==> src/rtl/assert_macros.svh <==
// Assertion macros shared by the RTL files.
`ifndef ASSERT_MACROS_SVH
`define ASSERT_MACROS_SVH

`ifndef SYNTH
`define ASSERT_AR(lbl, clk, rst_n, prop, msg) \
  lbl: assert property (@(posedge clk) disable iff (!rst_n) prop) else $error(msg);
`define ASSERT_ALWAYS(lbl, clk, prop, msg) \
  lbl: assert property (@(posedge clk) prop) else $error(msg);
`else
`define ASSERT_AR(lbl, clk, rst_n, prop, msg)
`define ASSERT_ALWAYS(lbl, clk, prop, msg)
`endif

`endif

==> src/rtl/mtp_pkg.sv <==
package mtp_pkg;

  localparam int unsigned StateWords = 624;
  localparam int unsigned TwistOffset = 397;
  localparam int unsigned IdxW = 10;
  localparam int unsigned WordW = 32;

  localparam logic [IdxW-1:0] LastIdx = IdxW'(StateWords - 1);
  localparam logic [IdxW-1:0] FarWrap = IdxW'(StateWords - TwistOffset);
  localparam logic [IdxW-1:0] FarAdd = IdxW'(TwistOffset);

  localparam logic [WordW-1:0] TwistMatrix = 32'h9908_b0df;
  localparam logic [WordW-1:0] InitMult = 32'd1812433253;
  localparam logic [WordW-1:0] SeedReset = 32'd5489;
  localparam logic [WordW-1:0] TemperB = 32'h9d2c_5680;
  localparam logic [WordW-1:0] TemperC = 32'hefc6_0000;

  typedef logic [IdxW-1:0] idx_t;
  typedef logic [WordW-1:0] word_t;

  typedef struct packed {
    logic  we;
    idx_t  waddr;
    word_t wdata;
    idx_t  raddr_a;
    idx_t  raddr_b;
  } mem_req_t;

  function automatic idx_t succ_idx(input idx_t pos);
    return (pos == LastIdx) ? '0 : idx_t'(pos + idx_t'(1));
  endfunction

  function automatic idx_t far_idx(input idx_t pos);
    return (pos < FarWrap) ? idx_t'(pos + FarAdd) : idx_t'(pos - FarWrap);
  endfunction

  function automatic word_t seed_next(input word_t prev, input idx_t idx);
    word_t mixed;
    word_t prod;
    mixed = prev ^ (prev >> 30);
    prod = mixed * InitMult;
    return prod + {{(WordW-IdxW){1'b0}}, idx};
  endfunction

  function automatic word_t twist_word(input word_t cur, input word_t nxt, input word_t far);
    word_t y;
    y = {cur[WordW-1], nxt[WordW-2:0]};
    return far ^ (y >> 1) ^ (y[0] ? TwistMatrix : '0);
  endfunction

  function automatic word_t temper(input word_t w);
    word_t y;
    y = w ^ (w >> 11);
    y = y ^ ((y << 7) & TemperB);
    y = y ^ ((y << 15) & TemperC);
    y = y ^ (y >> 18);
    return y;
  endfunction

endpackage

==> src/rtl/mtp_ctrl.sv <==
`include "assert_macros.svh"

module mtp_ctrl import mtp_pkg::*; (
  input  logic     clk_i,
  input  logic     rst_ni,
  input  logic     in_valid_i,
  output logic     in_ready_o,
  input  logic     draw_i,
  input  logic     cfg_we_i,
  input  word_t    seed_i,
  output logic     idle_o,
  output logic     res_valid_o,
  input  logic     res_ready_i,
  output word_t    res_word_o,
  output mem_req_t mem_req_o,
  input  word_t    rdata_a_i,
  input  word_t    rdata_b_i
);

  typedef enum logic [3:0] {
    ST_IDLE  = 4'b0001,
    ST_SEED  = 4'b0010,
    ST_ISSUE = 4'b0100,
    ST_CALC  = 4'b1000
  } state_e;

  state_e state_q, state_d;
  idx_t   pos_q, pos_d;
  idx_t   cnt_q, cnt_d;
  logic   seeded_q, seeded_d;
  word_t  prev_q, prev_d;
  word_t  cur_q, cur_d;
  word_t  twisted;
  word_t  seed_word;

  assign twisted = twist_word(cur_q, rdata_a_i, rdata_b_i);
  assign seed_word = seed_next(prev_q, cnt_q);

  always_comb begin
    state_d = state_q;
    pos_d = pos_q;
    cnt_d = cnt_q;
    seeded_d = seeded_q;
    prev_d = prev_q;
    cur_d = cur_q;
    in_ready_o = 1'b0;
    res_valid_o = 1'b0;
    mem_req_o.we = 1'b0;
    mem_req_o.waddr = pos_q;
    mem_req_o.wdata = twisted;
    mem_req_o.raddr_a = succ_idx(pos_q);
    mem_req_o.raddr_b = far_idx(pos_q);
    unique case (state_q)
      ST_IDLE: begin
        in_ready_o = !cfg_we_i;
        if (cfg_we_i) begin
          seeded_d = 1'b0;
        end else if (in_valid_i && draw_i) begin
          if (seeded_q) begin
            state_d = ST_ISSUE;
          end else begin
            mem_req_o.we = 1'b1;
            mem_req_o.waddr = '0;
            mem_req_o.wdata = seed_i;
            prev_d = seed_i;
            cur_d = seed_i;
            cnt_d = idx_t'(1);
            pos_d = '0;
            state_d = ST_SEED;
          end
        end
      end
      ST_SEED: begin
        mem_req_o.we = 1'b1;
        mem_req_o.waddr = cnt_q;
        mem_req_o.wdata = seed_word;
        prev_d = seed_word;
        cnt_d = idx_t'(cnt_q + idx_t'(1));
        if (cnt_q == LastIdx) begin
          seeded_d = 1'b1;
          state_d = ST_ISSUE;
        end
      end
      ST_ISSUE: begin
        state_d = ST_CALC;
      end
      ST_CALC: begin
        res_valid_o = 1'b1;
        if (res_ready_i) begin
          mem_req_o.we = 1'b1;
          cur_d = rdata_a_i;
          pos_d = succ_idx(pos_q);
          state_d = ST_IDLE;
        end
      end
      default: begin
        state_d = ST_IDLE;
      end
    endcase
  end

  assign res_word_o = temper(twisted);
  assign idle_o = (state_q == ST_IDLE);

  always_ff @(posedge clk_i or negedge rst_ni) begin
    if (!rst_ni) begin
      state_q <= ST_IDLE;
      pos_q <= '0;
      cnt_q <= '0;
      seeded_q <= 1'b0;
    end else begin
      state_q <= state_d;
      pos_q <= pos_d;
      cnt_q <= cnt_d;
      seeded_q <= seeded_d;
    end
  end

  always_ff @(posedge clk_i) begin
    prev_q <= prev_d;
    cur_q <= cur_d;
  end

  `ASSERT_AR(issue_needs_seed_a, clk_i, rst_ni, (state_q == ST_ISSUE) |-> seeded_q, "twist started on unseeded state")
  `ASSERT_AR(no_write_on_issue_a, clk_i, rst_ni, (state_q == ST_ISSUE) |-> !mem_req_o.we, "state written while reads are in flight")
  `ASSERT_AR(pos_advance_a, clk_i, rst_ni, (state_q == ST_CALC && res_ready_i && pos_q != LastIdx) |=> (pos_q == idx_t'($past(pos_q) + idx_t'(1))), "read position did not advance by one")
  `ASSERT_AR(pos_range_a, clk_i, rst_ni, pos_q <= LastIdx, "read position out of range")

endmodule

==> config.mk <==
export PLATFORM = sky130hd
export DESIGN_NAME = mtp_ctrl
export DESIGN_NICKNAME = d
export VERILOG_FILES = /design/src/rtl/mtp_pkg.sv /design/src/rtl/mtp_ctrl.sv
export VERILOG_INCLUDE_DIRS = /design/src /design/src/rtl
export SDC_FILE = /design/constraint.sdc
export NUM_CORES = 1
export LEC_CHECK = 0
export BUFFER_PORTS_ARGS = -buffer_cell sky130_fd_sc_hd__buf_2
export CORE_ASPECT_RATIO = 0.9
export CORE_MARGIN = 8
export CORE_UTILIZATION = 31
export DETAILED_ROUTE_END_ITERATION = 7
export PLACE_DENSITY = 0.55
export SLEW_MARGIN = 10
export SYNTH_ARGS = -nofsm -noshare
export SYNTH_HDL_FRONTEND = slang
export SYNTH_SLANG_ARGS = --single-unit
==> constraint.sdc <==
create_clock -name clk_i -period 8 [get_ports clk_i]
set_clock_uncertainty 0.2 [all_clocks]
set_input_delay 0.4 -clock clk_i [delete_from_list [all_inputs] [get_ports clk_i]]
set_output_delay 0.4 -clock clk_i [all_outputs]
set_load 0.05 [all_outputs]
==> flow_metrics.env, run 1 <==
export IMPL_syn_to_final_growth_pct=15.3
export IMPL_dieArea_sq_mm=0.0489
export IMPL_r2r_slack_ns=1.07
export IMPL_cp_start_kind="register"
export IMPL_hpwl_um=36100
export IMPL_fin_crit_sh_pct=96.4
export IMPL_final_util_pct=36.1
export IMPL_cts_tree="yes"
export IMPL_synthCells=1378
export IMPL_min_period_ns=7.71
export IMPL_pin_count=200
export IMPL_nets=2069
export IMPL_routedWlPerCell_um=19.5
export IMPL_totalWireLength_um=41600
export IMPL_insertion_delay_ns=0.35
export IMPL_rows=71
export IMPL_slew_violations=0
export IMPL_synth_area_sq_mm=0.0131
export IMPL_hp_class="input pin to register"
export IMPL_die_h_um=211
export IMPL_status="completed"
export IMPL_drc=0
export IMPL_io_buffers=199
export IMPL_cts_sinks=58
export IMPL_worst_setup_path_end_kind="output pin"
export IMPL_synth_area_per_cell_sq_um=9.47
export IMPL_final_cell_mix="264 x inv_1, 239 x ha_1, 198 x buf_2"
export IMPL_fmax_mhz=130
export IMPL_drtAntennaViolNets=0
export IMPL_ctsHtreeMaxLevel=3
export IMPL_maxSlewHeadroom_pct=37.1
export IMPL_cts_root_buffer_cell="clkbuf_16"
export IMPL_arrival_ns=7.11
export IMPL_routed_via_density=4.86
export IMPL_grt_start_max_net_pins=55
export IMPL_cap_violations=0
export IMPL_ys_ff_latch=58
export IMPL_synthFlopType="edfxtp_1"
export IMPL_antenna_found_initial=2
export IMPL_grt_pass1_wl_um=64900
export IMPL_dr_pass1_iters=5
export IMPL_synthesis_nets=1871
export IMPL_antenna_cells=0
export IMPL_clk_pin_slew_ns=0.07
export IMPL_cts_buffers=9
export IMPL_synth_distinct_cells=87
export IMPL_clock_path_buffers=2
export IMPL_ys_seq_area_share_pct=12.4
export IMPL_core_area_sq_mm=0.0417
export IMPL_gr_total_overflow=0
export IMPL_hold_viol=0
export IMPL_yosys_warnings=0
export IMPL_grt_pass1_vias=11100
export IMPL_async_flop_share_pct=43.1
export IMPL_worst_setup_path_type="register to output pin"
export IMPL_gp_congestion=0.932
export IMPL_drive_gt1_share_pct=18.2
export IMPL_finalSetupTns_ns=0
export IMPL_tightest_slew_ns=0.936
export IMPL_layout_commonest_cell="inv_1"
export IMPL_rsz0062_at_grt="no"
export IMPL_drt_iter0_markers=660
export IMPL_setup_viol=0
export IMPL_required_ns=7.40
export IMPL_die_w_um=232
export IMPL_initial_core_util_pct=31.3
export IMPL_synth_edf_count=33
export IMPL_grt_use_total_pct=17.0
export IMPL_cp_max_fo=8
export IMPL_routed_via_count=10300
-- worst paths after layout --
kind / startpoint / to / cells past startpoint
setup reg to reg: prev_q[1]$_DFFE_PP_ / prev_q[28]$_DFFE_PP_ / 25
min in group asynchronous: rst_ni / pos_q[6]$_DFFE_PN0P_ / 2
max in group asynchronous: rst_ni / state_q[1]$_DFFE_PN0P_ / 2
hold / removal: cfg_we_i / seeded_q$_DFFE_PN0P_ / 2
setup / recovery: prev_q[1]$_DFFE_PP_ / mem_req_o[51] / 25
hold reg to reg: state_q[1]$_DFFE_PN0P_ / state_q[3]$_DFFE_PN0P_ / 1
-- synthesized netlist by cell type, types with 9 or more instances --
| master | instances | area share, % |
|---|---|---|
| ha_1 | 239 | 23 |
| nand3_1 | 12 | 0.46 |
| inv_1 | 264 | 7.6 |
| clkbuf_1 | 15 | 0.43 |
| edfxtp_1 | 33 | 7.6 |
| o211ai_1 | 12 | 0.69 |
| buf_2 | 9 | 0.35 |
| o21ai_0 | 43 | 1.6 |
| a21o_1 | 12 | 0.69 |
| xor2_1 | 63 | 4.2 |
| dfrtp_1 | 24 | 4.6 |
| nand2_1 | 144 | 4.1 |
| nor2_1 | 49 | 1.4 |
| o221ai_1 | 9 | 0.60 |
| xnor2_1 | 116 | 7.8 |
| a21oi_1 | 24 | 0.92 |
| fa_1 | 152 | 23 |
-- cell type report --
class,count,area [sq um]
clock buffer,10,239
clock inverter,6,38.8
fill,4261,26600
inverter,265,995
multi-input combinational,1019,10300
sequential,58,1620
tap,547,684
timing repair buffer,223,1180
-- per-stage QoR --
stage               hold WS, ns  worst slack, ns  area (sq um)  cells
global placement          0.257            0.662         14700   2107
detailed placement        0.254            0.483         14700   2107
floorplan               -0.0956            0.752         13100   1378
CTS                      0.0493           0.0983         15000   2124
finish                   0.0538            0.287         15000   2128
global route             0.0630           0.0141         15000   2128
-- repair_timing --
item / 4_1_cts / 5_1_grt
hold buffers: 1 / 0
buffers inserted: 0 / 4
endpoints found under the setup margin: 0 / 7
gates resized for setup: 0 / 4
hold endpoints to repair: 24 / 0
-- layer usage --
layer	track usage, %	wire length (um)	vias to the layer above
met5	0	23	-
met4	2.84	465	4
met3	2.67	2050	33
met2	27.6	19500	257
met1	23.8	19500	5181
li1	-	-	4866
-- state kept, by name, summed over array words and instances (netlist names) --
register,cells
pos_q,10
prev_q,32
cnt_q,10
seeded_q,1
state_q,4
cur_q,1
-- worst max-delay path: stages (launching register included) --
cell and delay (ns):
edfxtp_1 0.41, xor2_1 0.16, buf_4 0.23, and2_4 0.19, nor2_1 0.06, ha_1 0.17
or2_2 0.30, ha_1 0.29, fa_1 0.39, ha_1 0.22, fa_1 0.46, fa_1 0.54
fa_1 0.50, inv_1 0.05, fa_1 0.48, inv_1 0.06, ha_1 0.37, a21oi_2 0.22
o21ai_1 0.12, and3_1 0.20, a211oi_2 0.30, o21ai_4 0.13, a211oi_2 0.30, xnor2_2 0.16
o221ai_2 0.20, buf_4 0.23
-- cells by family (layout without fill, tap and decap cells) --
group                    after synthesis  count (layout)  synth area share [%]
adder cells (fa/ha/maj)              393             393                  46.4
buffers and inverters                301             504                  8.87
AND/OR/NAND/NOR                      270             270                  9.75
XOR/XNOR                             185             185                  12.8
AO/OA/AOI/OAI                        166             166                  9.44
flip-flops                            58              58                  12.4
multiplexers                           5               5                 0.412
Power of run 1 is not shown: default switching activity piles up to over one toggle a cycle in this logic, so the estimate is an artifact.
==> inputs of run 2 (changes only) <==
--- a/config.mk
+++ b/config.mk
@@ -8,7 +8,6 @@
 export LEC_CHECK = 0
 export BUFFER_PORTS_ARGS = -buffer_cell sky130_fd_sc_hd__buf_2
 export CORE_ASPECT_RATIO = 0.9
-export CORE_MARGIN = 8
 export CORE_UTILIZATION = 31
 export DETAILED_ROUTE_END_ITERATION = 7
 export PLACE_DENSITY = 0.55
==> constraint.sdc (replaced) <==
create_clock -name clk_i -period 8.7 [get_ports clk_i]
set_clock_uncertainty 0.2 [all_clocks]
set_input_delay 0.435 -clock clk_i [delete_from_list [all_inputs] [get_ports clk_i]]
set_output_delay 0.435 -clock clk_i [all_outputs]
set_load 0.05 [all_outputs]
==> run 2 against run 1 <==
Compared with the run above:
- global-route usage up 1.9 points
- final cell count down 0.89%
- hold slack gained 0.031 ns
==> flow_metrics.env, run 2 (synthesized netlist as in run 1, its figures left out) <==
export IMPL_required_ns=8.07
export IMPL_grt_pass1_vias=10700
export IMPL_setup_slack_ns=0.688
export IMPL_cp_slowest_stage_delay_ns=0.82
export IMPL_min_path_cells=2
export IMPL_top_register="prev_q"
export IMPL_largestRegisters="prev_q (32), cnt_q (10), pos_q (10)"
export IMPL_cp_slowest_cell="edfxtp_1"
export IMPL_nets=2054
export IMPL_cts_sinks=58
export IMPL_clock_path_buffers=2
export IMPL_arrival_ns=7.38
export IMPL_crit_buf_inv=7
export IMPL_path_cells="ha_1 -> ha_1 -> fa_1 -> inv_1 -> fa_1 -> inv_1 -> fa_1 -> inv_1 -> fa_1 -> inv_1 -> fa_1 -> inv_1 -> fa_1 -> inv_1 -> ha_1 -> nand2_1 -> o21a_1 -> nor2_1 -> o21ai_0 -> nand4b_1 -> a31oi_1 -> xor2_1 -> o221ai_1 -> buf_2"
export IMPL_hold_viol=0
export IMPL_totalWireLength_um=39500
export IMPL_die_h_um=197
export IMPL_fmax_mhz=125
export IMPL_clk_pin_slew_ns=0.06
export IMPL_drtAntennaViolNets=0
export IMPL_pin_count=200
export IMPL_drc=0
export IMPL_core_area_sq_mm=0.0411
export IMPL_status="completed"
export IMPL_io_buffers=199
export IMPL_routed_via_density=4.85
export IMPL_grt_use_total_pct=18.8
export IMPL_cp_top_family="adder cells"
export IMPL_fin_crit_sh_pct=92.1
export IMPL_postCtsSetupBuffers=0
export IMPL_cts_buffers=9
export IMPL_worst_setup_path_end_kind="output pin"
export IMPL_drive_gt1_share_pct=17.3
export IMPL_syn_to_final_growth_pct=14.8
export IMPL_maxSlewHeadroom_pct=40.2
export IMPL_rsz0062_at_grt="no"
export IMPL_routedWlPerCell_um=18.7
export IMPL_worst_setup_path_type="register to output pin"
export IMPL_cp_max_fo=10
export IMPL_gr_total_overflow=0
export IMPL_die_w_um=218
export IMPL_rows=70
export IMPL_hp_class="input pin to register"
export IMPL_grt_pass1_wl_um=61200
export IMPL_hpwl_um=33700
export IMPL_cts_tree="yes"
export IMPL_routed_via_count=10200
export IMPL_cp_start_kind="register"
export IMPL_antenna_found_initial=1
export IMPL_min_period_ns=8.01
export IMPL_layout_commonest_cell="inv_1"
export IMPL_insertion_delay_ns=0.35
export IMPL_path_depth=24
export IMPL_reg2reg_depth=23
export IMPL_tightest_slew_ns=0.890
export IMPL_finalSetupTns_ns=0
export IMPL_ctsHtreeMaxLevel=3
export IMPL_cts_root_buffer_cell="clkbuf_16"
export IMPL_initial_core_util_pct=31.8
export IMPL_slew_violations=0
export IMPL_largest_reg_flops=32
export IMPL_setup_viol=0
export IMPL_pre_cts_slack_ns=1.08
export IMPL_cap_violations=0
export IMPL_grt_start_max_net_pins=56
export IMPL_dr_pass1_iters=5
export IMPL_drt_iter0_markers=620
export IMPL_dieArea_sq_mm=0.0429
export IMPL_final_cell_mix="264 x inv_1, 239 x ha_1, 199 x buf_2"
export IMPL_gp_congestion=0.926
-- run 2: path summary, 6_finish.rpt --
path,start,to,slack (ns)
min in group asynchronous,rst_ni,pos_q[9]$_DFFE_PN0P_,0.43
worst max register to register,prev_q[11]$_DFFE_PP_,prev_q[24]$_DFFE_PP_,1.40
worst min register to register,state_q[1]$_DFFE_PN0P_,state_q[3]$_DFFE_PN0P_,0.33
worst max-delay path,prev_q[11]$_DFFE_PP_,mem_req_o[44],0.69
worst min-delay path,cfg_we_i,seeded_q$_DFFE_PN0P_,0.08
max in group asynchronous,rst_ni,cnt_q[9]$_DFFE_PN0P_,7.44
-- run 2: what timing repair did --
| item | in CTS | in global routing |
|---|---|---|
| endpoints found under the setup margin | 0 | 0 |
| hold buffers | 1 | 0 |
| endpoints found under the hold margin | 24 | 0 |
| gates resized for setup | 0 | 0 |
-- run 2: worst reg2reg max path, cell delays in order, from the launching register on --
cell and delay, ns:
edfxtp_1 0.82, ha_1 0.36, ha_1 0.30, fa_1 0.51, inv_1 0.05, fa_1 0.47, inv_1 0.05, fa_1 0.50
inv_1 0.06, fa_1 0.54, inv_1 0.05, fa_1 0.48, inv_1 0.05, fa_1 0.48, inv_1 0.04, ha_1 0.34
nand2_1 0.27, o21a_1 0.23, nor2_1 0.07, o21ai_0 0.25, nand4b_1 0.13, a31oi_1 0.21, xor2_1 0.36, o21ai_0 0.20
-- run 2: layout make-up --
class                      count  area [sq um]
inverter                     265           995
sequential                    58          1620
fill                        4208         26100
multi-input combinational   1019         10300
timing repair buffer         208          1070
tap                          540           676
antenna                        3          7.51
clock inverter                 6          95.1
clock buffer                  10           250
-- run 2: metrics by stage --
stage / hold slack [ns] / area, sq um / cells / utilization [%]
after global routing: 0.0865 / 15000 / 2107 / 36.5
after floorplan: -0.0606 / 13100 / 1378 / -
after global placement: 0.284 / 14600 / 2089 / 35.6
after CTS: 0.0770 / 15000 / 2106 / 36.5
final: 0.0846 / 15000 / 2109 / 36.5
after detailed placement: 0.289 / 14600 / 2089 / 35.6
-- run 2: metal layers --
layer  wire (um)  GRT usage [%]
met5           0              0
met4         706           3.81
met3        2260           3.50
met2       18200           30.6
met1       18300           25.9
Power of run 2 is left out for the same reason.
